--- src/rtl/core/hlsa_pkg.sv ---
`timescale 1ns / 1ps
// ----------------------------------------------------------------------------
// hlsa_pkg
// Shared types and codes for the hole list segment allocator.
// ----------------------------------------------------------------------------
package hlsa_pkg;

    localparam int MAX_HOLES_DEF = 64;
    localparam int ADDR_BITS_DEF = 20;

    localparam logic [1:0] MODE_INIT    = 2'd0;
    localparam logic [1:0] MODE_ALLOC   = 2'd1;
    localparam logic [1:0] MODE_RELEASE = 2'd2;
    localparam logic [1:0] MODE_NOP     = 2'd3;

    localparam logic [1:0] FIT_FIRST = 2'd0;
    localparam logic [1:0] FIT_BEST  = 2'd1;
    localparam logic [1:0] FIT_WORST = 2'd2;
    localparam logic [1:0] FIT_SPARE = 2'd3;

    localparam logic [2:0] ST_OK        = 3'd0;
    localparam logic [2:0] ST_COMPACT   = 3'd1;
    localparam logic [2:0] ST_NO_MEM    = 3'd2;
    localparam logic [2:0] ST_FULL      = 3'd3;
    localparam logic [2:0] ST_BAD_INDEX = 3'd4;

    localparam logic CFG_FIT_POLICY  = 1'b0;
    localparam logic CFG_MEMORY_SIZE = 1'b1;

    typedef struct packed {
        logic [1:0]  mode;
        logic [20:0] request_size;
        logic [5:0]  entry_index;
    } hlsa_in_t;

    typedef struct packed {
        logic [2:0]  status;
        logic [19:0] granted_base;
        logic [5:0]  granted_index;
        logic [20:0] free_total;
    } hlsa_out_t;

endpackage

--- src/rtl/core/hole_list_segment_allocator.sv ---
`timescale 1ns / 1ps
// ----------------------------------------------------------------------------
// hole_list_segment_allocator
// Address-ordered hole table with first, best and worst fit allocation.
// ----------------------------------------------------------------------------
// A request enters on in_valid/in_stall and one result leaves on
// out_valid/out_stall. Configuration (fit_policy index 0, memory_size
// index 1) is written through cfg_we/cfg_index/cfg_data; the user must
// write it only while idle, as the block itself does not enforce this.
// The table lives in a single-port-write, registered-read memory that a
// small sequencer walks one entry at a time, so in_stall stays high for
// the whole of a request. An allocation scans every hole, then on a split
// shifts the entries after the chosen one up to make room for the rest.
// A release reads the entry and its neighbours, writes the freed hole
// merged with any free neighbour, and on a merge shifts later entries down.
// The free byte total is kept in a register and updated per request.
// Reset empties the table (hole_count zero, no clearing pass) and sets
// fit_policy to first fit and memory_size to 4096. If the receiver stalls,
// the finished result is held and the sequencer waits before going idle.
module hole_list_segment_allocator
    import hlsa_pkg::*;
#(
    parameter int MAX_HOLES = MAX_HOLES_DEF,
    parameter int ADDR_BITS = ADDR_BITS_DEF
)
(
    input  logic        clk,
    input  logic        rst_n,
    input  logic        in_valid,
    output logic        in_stall,
    input  hlsa_in_t    in_data,
    output logic        out_valid,
    input  logic        out_stall,
    output hlsa_out_t   out_data,
    input  logic        cfg_we,
    input  logic        cfg_index,
    input  logic [20:0] cfg_data
);

    localparam int IW   = $clog2(MAX_HOLES);
    localparam int CW   = $clog2(MAX_HOLES + 1);
    localparam int SZW  = (ADDR_BITS + 1 > 21) ? ADDR_BITS + 1 : 21;
    localparam int CMPW = (CW > 6) ? CW : 6;
    localparam logic [SZW-1:0] CAP = SZW'(1) << ADDR_BITS;

    typedef struct packed {
        logic [ADDR_BITS-1:0] base;
        logic [SZW-1:0]       size;
        logic                 free;
    } hole_t;

    typedef enum logic [3:0] {
        S_IDLE, S_SCAN_RD, S_SCAN_CHK, S_SCAN_END, S_INS_RD, S_INS_WR, S_INS_FIN,
        S_R0, S_R1, S_R2, S_R3, S_R4, S_REM_RD, S_REM_WR, S_DONE
    } state_t;

    hole_t tbl [MAX_HOLES];
    hole_t rd_q;

    state_t         state_reg, state_next;
    logic [CW-1:0]  count_reg, count_next;
    logic [CW-1:0]  j_reg, j_next;
    logic [CW-1:0]  newcnt_reg, newcnt_next;
    logic [IW-1:0]  p_reg, p_next;
    logic [1:0]     k_reg, k_next;
    logic           found_reg, found_next;
    logic           hn_reg, hn_next;
    hole_t          best_reg, best_next;
    hole_t          prev_reg, prev_next;
    hole_t          cur_reg, cur_next;
    hole_t          nxt_reg, nxt_next;
    logic [SZW-1:0] free_sum_reg, free_sum_next;
    hlsa_in_t       req_reg, req_next;
    logic [2:0]     status_reg, status_next;
    logic [ADDR_BITS-1:0] gbase_reg, gbase_next;
    logic [IW-1:0]  gidx_reg, gidx_next;
    logic           out_valid_reg, out_valid_next;
    hlsa_out_t      out_reg, out_next;
    logic [1:0]     policy_reg;
    logic [20:0]    memsize_reg;

    logic           mem_we;
    logic [IW-1:0]  mem_waddr, mem_raddr;
    hole_t          mem_wdata;

    logic [SZW-1:0] req_sz;
    logic [SZW-1:0] init_sz;
    logic           fits, better, lf, rf;
    logic [SZW-1:0] merged_sz;

    assign req_sz  = SZW'(req_reg.request_size);
    assign init_sz = (SZW'(memsize_reg) > CAP) ? CAP : SZW'(memsize_reg);

    always_comb
    begin
        state_next    = state_reg;
        count_next    = count_reg;
        j_next        = j_reg;
        newcnt_next   = newcnt_reg;
        p_next        = p_reg;
        k_next        = k_reg;
        found_next    = found_reg;
        hn_next       = hn_reg;
        best_next     = best_reg;
        prev_next     = prev_reg;
        cur_next      = cur_reg;
        nxt_next      = nxt_reg;
        free_sum_next = free_sum_reg;
        req_next      = req_reg;
        status_next   = status_reg;
        gbase_next    = gbase_reg;
        gidx_next     = gidx_reg;
        out_valid_next = out_valid_reg && out_stall;
        out_next      = out_reg;
        mem_we        = 1'b0;
        mem_waddr     = '0;
        mem_wdata     = '0;
        mem_raddr     = '0;
        fits          = rd_q.free && (rd_q.size >= req_sz);
        better        = !found_reg
                        || (policy_reg == FIT_BEST && rd_q.size < best_reg.size)
                        || (policy_reg == FIT_WORST && rd_q.size > best_reg.size);
        lf            = (req_reg.entry_index != 6'd0) && prev_reg.free;
        rf            = hn_reg && nxt_reg.free;
        merged_sz     = (lf ? prev_reg.size : '0) + cur_reg.size
                        + (rf ? nxt_reg.size : '0);

        case (state_reg)
            S_IDLE:
            begin
                if (in_valid)
                begin
                    req_next    = in_data;
                    status_next = ST_OK;
                    gbase_next  = '0;
                    gidx_next   = '0;
                    j_next      = '0;
                    found_next  = 1'b0;
                    case (in_data.mode)
                        MODE_INIT:
                        begin
                            mem_we        = 1'b1;
                            mem_waddr     = '0;
                            mem_wdata     = '{base: '0, size: init_sz, free: 1'b1};
                            count_next    = CW'(1);
                            free_sum_next = init_sz;
                            state_next    = S_DONE;
                        end
                        MODE_ALLOC:
                        begin
                            if (in_data.request_size == 21'd0)
                            begin
                                status_next = ST_NO_MEM;
                                state_next  = S_DONE;
                            end
                            else
                            begin
                                state_next = S_SCAN_RD;
                            end
                        end
                        MODE_RELEASE: state_next = S_R0;
                        default:      state_next = S_DONE;
                    endcase
                end
            end
            S_SCAN_RD:
            begin
                mem_raddr = IW'(j_reg);
                state_next = (j_reg >= count_reg) ? S_SCAN_END : S_SCAN_CHK;
            end
            S_SCAN_CHK:
            begin
                // First fit keeps the earliest hit; the others keep the lowest
                // position on a tie because only a strict improvement replaces.
                if (fits && better)
                begin
                    found_next = 1'b1;
                    best_next  = rd_q;
                    p_next     = IW'(j_reg);
                end
                j_next     = j_reg + CW'(1);
                state_next = S_SCAN_RD;
            end
            S_SCAN_END:
            begin
                state_next = S_DONE;
                if (!found_reg)
                begin
                    status_next = (free_sum_reg >= req_sz) ? ST_COMPACT : ST_NO_MEM;
                end
                else if (best_reg.size > req_sz && count_reg >= CW'(MAX_HOLES))
                begin
                    status_next = ST_FULL;
                end
                else
                begin
                    gbase_next    = best_reg.base;
                    gidx_next     = p_reg;
                    free_sum_next = free_sum_reg - req_sz;
                    if (best_reg.size > req_sz)
                    begin
                        j_next     = count_reg - CW'(1);
                        state_next = S_INS_RD;
                    end
                    else
                    begin
                        mem_we    = 1'b1;
                        mem_waddr = p_reg;
                        mem_wdata = '{base: best_reg.base, size: best_reg.size, free: 1'b0};
                    end
                end
            end
            S_INS_RD:
            begin
                if (j_reg > CW'(p_reg))
                begin
                    mem_raddr  = IW'(j_reg);
                    state_next = S_INS_WR;
                end
                else
                begin
                    mem_we     = 1'b1;
                    mem_waddr  = p_reg + IW'(1);
                    mem_wdata  = '{base: best_reg.base + ADDR_BITS'(req_sz),
                                   size: best_reg.size - req_sz, free: 1'b1};
                    state_next = S_INS_FIN;
                end
            end
            S_INS_WR:
            begin
                mem_we     = 1'b1;
                mem_waddr  = IW'(j_reg + CW'(1));
                mem_wdata  = rd_q;
                j_next     = j_reg - CW'(1);
                state_next = S_INS_RD;
            end
            S_INS_FIN:
            begin
                mem_we     = 1'b1;
                mem_waddr  = p_reg;
                mem_wdata  = '{base: best_reg.base, size: req_sz, free: 1'b0};
                count_next = count_reg + CW'(1);
                state_next = S_DONE;
            end
            S_R0:
            begin
                if (CMPW'(req_reg.entry_index) >= CMPW'(count_reg))
                begin
                    status_next = ST_BAD_INDEX;
                    state_next  = S_DONE;
                end
                else if (req_reg.entry_index != 6'd0)
                begin
                    mem_raddr  = IW'(req_reg.entry_index) - IW'(1);
                    state_next = S_R1;
                end
                else
                begin
                    prev_next  = '0;
                    mem_raddr  = IW'(req_reg.entry_index);
                    state_next = S_R2;
                end
            end
            S_R1:
            begin
                prev_next  = rd_q;
                mem_raddr  = IW'(req_reg.entry_index);
                state_next = S_R2;
            end
            S_R2:
            begin
                cur_next = rd_q;
                hn_next  = CMPW'(req_reg.entry_index) + CMPW'(1) < CMPW'(count_reg);
                if (CMPW'(req_reg.entry_index) + CMPW'(1) < CMPW'(count_reg))
                begin
                    mem_raddr  = IW'(req_reg.entry_index) + IW'(1);
                    state_next = S_R3;
                end
                else
                begin
                    state_next = S_R4;
                end
            end
            S_R3:
            begin
                nxt_next   = rd_q;
                state_next = S_R4;
            end
            S_R4:
            begin
                p_next     = lf ? IW'(req_reg.entry_index) - IW'(1)
                                : IW'(req_reg.entry_index);
                mem_we     = 1'b1;
                mem_waddr  = p_next;
                mem_wdata  = '{base: lf ? prev_reg.base : cur_reg.base,
                               size: merged_sz, free: 1'b1};
                gbase_next = mem_wdata.base;
                gidx_next  = p_next;
                if (!cur_reg.free)
                begin
                    free_sum_next = free_sum_reg + cur_reg.size;
                end
                k_next      = {1'b0, lf} + {1'b0, rf};
                newcnt_next = count_reg - CW'(k_next);
                j_next      = CW'(p_next) + CW'(1);
                state_next  = (lf || rf) ? S_REM_RD : S_DONE;
            end
            S_REM_RD:
            begin
                if (j_reg >= newcnt_reg)
                begin
                    count_next = newcnt_reg;
                    state_next = S_DONE;
                end
                else
                begin
                    mem_raddr  = IW'(j_reg + CW'(k_reg));
                    state_next = S_REM_WR;
                end
            end
            S_REM_WR:
            begin
                mem_we     = 1'b1;
                mem_waddr  = IW'(j_reg);
                mem_wdata  = rd_q;
                j_next     = j_reg + CW'(1);
                state_next = S_REM_RD;
            end
            S_DONE:
            begin
                if (!(out_valid_reg && out_stall))
                begin
                    out_valid_next         = 1'b1;
                    out_next.status        = status_reg;
                    out_next.granted_base  = 20'(gbase_reg);
                    out_next.granted_index = 6'(gidx_reg);
                    out_next.free_total    = 21'(free_sum_reg);
                    state_next             = S_IDLE;
                end
            end
            default: state_next = S_IDLE;
        endcase
    end

    always_ff @(posedge clk or negedge rst_n)
    begin
        if (!rst_n)
        begin
            state_reg     <= S_IDLE;
            count_reg     <= '0;
            free_sum_reg  <= '0;
            out_valid_reg <= 1'b0;
            policy_reg    <= FIT_FIRST;
            memsize_reg   <= 21'd4096;
        end
        else
        begin
            state_reg     <= state_next;
            count_reg     <= count_next;
            free_sum_reg  <= free_sum_next;
            out_valid_reg <= out_valid_next;
            if (cfg_we)
            begin
                case (cfg_index)
                    CFG_FIT_POLICY:  policy_reg  <= cfg_data[1:0];
                    CFG_MEMORY_SIZE: memsize_reg <= cfg_data;
                    default:         policy_reg  <= policy_reg;
                endcase
            end
        end
    end

    always_ff @(posedge clk)
    begin
        j_reg      <= j_next;
        newcnt_reg <= newcnt_next;
        p_reg      <= p_next;
        k_reg      <= k_next;
        found_reg  <= found_next;
        hn_reg     <= hn_next;
        best_reg   <= best_next;
        prev_reg   <= prev_next;
        cur_reg    <= cur_next;
        nxt_reg    <= nxt_next;
        req_reg    <= req_next;
        status_reg <= status_next;
        gbase_reg  <= gbase_next;
        gidx_reg   <= gidx_next;
        out_reg    <= out_next;
    end

    always_ff @(posedge clk)
    begin
        if (mem_we)
        begin
            tbl[mem_waddr] <= mem_wdata;
        end
        rd_q <= tbl[mem_raddr];
    end

    assign in_stall  = (state_reg != S_IDLE);
    assign out_valid = out_valid_reg;
    assign out_data  = out_reg;

    a_count_bound: assert property (@(posedge clk) disable iff (!rst_n)
        count_reg <= CW'(MAX_HOLES))
        else $error("hole count exceeds table depth");

    a_free_bound: assert property (@(posedge clk) disable iff (!rst_n)
        free_sum_reg <= CAP)
        else $error("free byte total exceeds managed space");

    a_result_from_done: assert property (@(posedge clk) disable iff (!rst_n)
        $rose(out_valid_reg) |-> $past(state_reg == S_DONE))
        else $error("result raised outside the done step");

endmodule

--- config.mk ---
export PLATFORM = sky130hd
export DESIGN_NAME = hole_list_segment_allocator
export DESIGN_NICKNAME = d
export VERILOG_FILES = /design/src/rtl/core/hlsa_pkg.sv /design/src/rtl/core/hole_list_segment_allocator.sv
export SDC_FILE = /design/constraint.sdc
export NUM_CORES = 2
export LEC_CHECK = 0
export BUFFER_PORTS_ARGS = -buffer_cell sky130_fd_sc_hd__buf_2
export CORE_AREA = 2 2 539 541
export CTS_BUF_LIST = sky130_fd_sc_hd__clkbuf_4
export CTS_CLUSTER_DIAMETER = 150
export DETAILED_ROUTE_END_ITERATION = 7
export DIE_AREA = 0 0 541 543
export GPL_ROUTABILITY_DRIVEN = 0
export GPL_TIMING_DRIVEN = 1
export PLACE_DENSITY_LB_ADDON = 0.05
export SLEW_MARGIN = 40
export SYNTH_ARGS = -nofsm -noshare
export SYNTH_HDL_FRONTEND = slang
export SYNTH_SLANG_ARGS = --single-unit
--- constraint.sdc ---
create_clock -name clk -period 14 [get_ports clk]
set_clock_uncertainty 0.1 [all_clocks]
set_input_delay 0.7 -clock clk [delete_from_list [all_inputs] [get_ports clk]]
set_output_delay 0.7 -clock clk [all_outputs]
set_load 0.1 [all_outputs]
==> impl_metrics.env <==
export IMPL_coreArea_um2=287000
export IMPL_synthXorXnorAreaFrac_pct=0.753
export IMPL_grt_pass1_wl_um=644000
export IMPL_start_util_pct=44.9
export IMPL_mostFrequentLayoutCells="2965 x edfxtp_1, 1892 x nand2_1, 1217 x clkbuf_4, 598 x nand3_1, 330 x a211oi_1"
export IMPL_nNetsFinal=10700
export IMPL_critPathKind="reg -> reg"
export IMPL_setup_viol=0
export IMPL_synth_area_per_cell_um2=13.4
export IMPL_grt_antenna_before_repair=33
export IMPL_p_total_mw=36.5
export IMPL_slew_violations=0
export IMPL_whs_path_depth=3
export IMPL_wl_per_cell_um=30.9
export IMPL_clk_path_buf_depth=4
export IMPL_ys_flop_type="edfxtp_1"
export IMPL_track_usage_pct=30.5
export IMPL_synth_edf_count=2965
export IMPL_cts_tree="done"
export IMPL_seqPwrFrac_pct=34.8
export IMPL_hold_path_class="in -> reg"
export IMPL_port_buffers=107
export IMPL_drc=0
export IMPL_crit_fanout=164
export IMPL_largest_register_ffs=2688
export IMPL_async_flop_share_pct=1.83
export IMPL_die_h_um=543
export IMPL_endpoint_kind="flip-flop"
export IMPL_synthAdderAreaFrac_pct=2.28
export IMPL_pre_cts_slack_ns=6.40
export IMPL_intPower_mw=20.4
export IMPL_synth_compound_area_share_pct=10.3
export IMPL_synth_cell_types=87
export IMPL_yosysWarnings=0
export IMPL_postCtsHoldBufs=135
export IMPL_timing_final_ws_setup_ns=6.22
export IMPL_path_clk_slew_ns=0.07
export IMPL_hpwl_um=258000
export IMPL_seq_area_frac_synth_pct=70.7
export IMPL_crit_path_start_kind="flip-flop"
export IMPL_cts_setup_buffers=0
export IMPL_status="completed"
export IMPL_grt_pass1_vias=87600
export IMPL_slew_limit_headroom_pct=36.4
export IMPL_cts_sinks=3063
export IMPL_syn_area_um2=129000
export IMPL_cts_root_buf="clkbuf_4"
export IMPL_grt_max_degree=165
export IMPL_layout_drive_gt1_share_pct=18.1
export IMPL_rsz0062_at_grt="no"
export IMPL_die_area_um2=294000
export IMPL_regMostFlops="tbl"
export IMPL_period_needed_ns=7.78
export IMPL_synth_top_family_by_area="simple AND/OR/NAND/NOR gates"
export IMPL_powerDensity_nw_per_um2=247
export IMPL_p_clk_share_pct=21.6
export IMPL_crit_required_ns=15.38
export IMPL_wl_um=457000
export IMPL_netlist_instances=9639
export IMPL_max_freq_mhz=128
export IMPL_synthMuxAreaShare_pct=1.77
export IMPL_dr_total_vias=90600
export IMPL_post_cts_resized=0
export IMPL_rows=197
export IMPL_layout_cells_most_common="edfxtp_1"
export IMPL_synth_simple_area_share_pct=11.4
export IMPL_worstSkewPairLatency_ns=1.62
export IMPL_period_share_pct=55.6
export IMPL_first_pass_iters=8
export IMPL_die_w_um=541
export IMPL_ant_nets=0
export IMPL_switching_share_pct=44.1
export IMPL_hold_viol_final=0
export IMPL_dr_first_iter_drc_count=11000
export IMPL_syn_to_final_growth_pct=14.2
export IMPL_fin_tns_setup_ns=0
export IMPL_cp_arrival_ns=9.16
export IMPL_p_sw_mw=16.1
export IMPL_tightest_slew_ns=0.953
export IMPL_synth_seq_cells=3063
export IMPL_p_comb_share_pct=43.6
export IMPL_vias_per_cell=6.12
export IMPL_synthesis_nets=9914
export IMPL_numCtsBuffers=797
export IMPL_grt_overflow_total=0
export IMPL_io_pins=108
export IMPL_drv_cap=0
export IMPL_htreeDepth=6
export IMPL_p_leak_nw=52.8
export IMPL_reg2regPathDepth=16
export IMPL_irDropWorstVdd_v=0.000228
==> area by class of cell <==
class	instances	area (µm²)
Inverter	176	661
Clock inverter	200	1160
Multi-Input combinational cell	5744	35600
Clock buffer	1217	9140
Timing Repair Buffer	597	4870
Tap cell	3781	4730
Antenna cell	14	35.0
Fill cell	25000	140000
Sequential cell	3063	91300
==> worst max-delay path, stage by stage (launching register included) <==
cell and delay [ns]:
edfxtp_1 0.54, inv_1 0.22, ha_1 0.26, or3b_4 0.44
or3_1 0.32, buf_4 0.24, nand3_4 0.33, buf_6 0.61
and3_4 0.83, buf_12 0.53, buf_4 0.70, buf_12 0.69
a211oi_1 0.19, a311oi_1 0.29, a31oi_1 0.07, o22ai_1 0.70
o211a_1 0.27
==> per-stage QoR <==
step / hold slack, ns / instance area (µm²) / std cells / utilization (%)
after floorplan: 0.300 / 129000 / 9639 / -
final: 0.254 / 147000 / 14800 / 51.3
after CTS: 0.0764 / 147000 / 14800 / 51.2
after global routing: 0.185 / 147000 / 14800 / 51.3
after detailed placement: 0.305 / 136000 / 13200 / 47.2
after global placement: 0.302 / 135000 / 13200 / 47.0
==> power groups by stage <==
stage | clock network [mW] | logic [mW] | registers (mW)
after floorplan | 0 | 8.91 | 12.8
after global placement | 0 | 15.2 | 12.8
after detailed placement | 0 | 15.5 | 12.9
after CTS | 8.03 | 15.6 | 12.7
after global routing | 8.49 | 16.9 | 12.7
final | 7.87 | 15.9 | 12.7
==> cell families after synthesis <==
family	count (synthesis)
AO/OA/AOI/OAI	1895
XOR/XNOR	111
adder cells (fa/ha/maj)	219
buffers and inverters	832
flip-flops	3063
multiplexers	225
AND/OR/NAND/NOR	3294
==> worst paths after layout <==
check / startpoint / endpoint / slack, ns
worst min register to register: gbase_reg[4]$_DFFE_PP_ / out_data[31]$_DFFE_PP_ / 0.32
worst max-delay path: req_reg[0]$_DFFE_PP_ / rd_q[23]$_DFF_P_ / 6.22
min in group asynchronous: rst_n / count_reg[3]$_DFFE_PN0P_ / 0.55
max in group asynchronous: rst_n / free_sum_reg[0]$_DFFE_PN0P_ / 12.15
worst max register to register: req_reg[0]$_DFFE_PP_ / rd_q[23]$_DFF_P_ / 6.22
worst min-delay path: in_data[22] / req_sz[16]$_DFFE_PP_ / 0.25
==> cell usage after synthesis (150+ instances only) <==
| library cell | count | share of area [%] |
|---|---|---|
| edfxtp_1 | 2965 | 69 |
| nand2_1 | 1904 | 5.5 |
| nand3_1 | 606 | 2.3 |
| a211oi_1 | 332 | 1.9 |
| clkbuf_1 | 327 | 0.95 |
| a31oi_1 | 324 | 1.6 |
| and3_1 | 302 | 1.5 |
| a21oi_1 | 275 | 1.1 |
| buf_2 | 222 | 0.86 |
| mux2i_1 | 199 | 1.5 |
| ha_1 | 192 | 1.9 |
| inv_1 | 175 | 0.51 |
| a311oi_1 | 171 | 1.2 |
| nor2_1 | 162 | 0.47 |
| o21ai_0 | 150 | 0.58 |
==> per-layer routing <==
layer	vias up	wire length (µm)	global-route usage (%)
met5	-	65	0
met4	10	12900	9.59
met3	717	41200	5.75
met2	4581	210000	47.9
met1	46300	192000	42.8
li1	39000	-	-
Power figures use the tool's default switching activity.
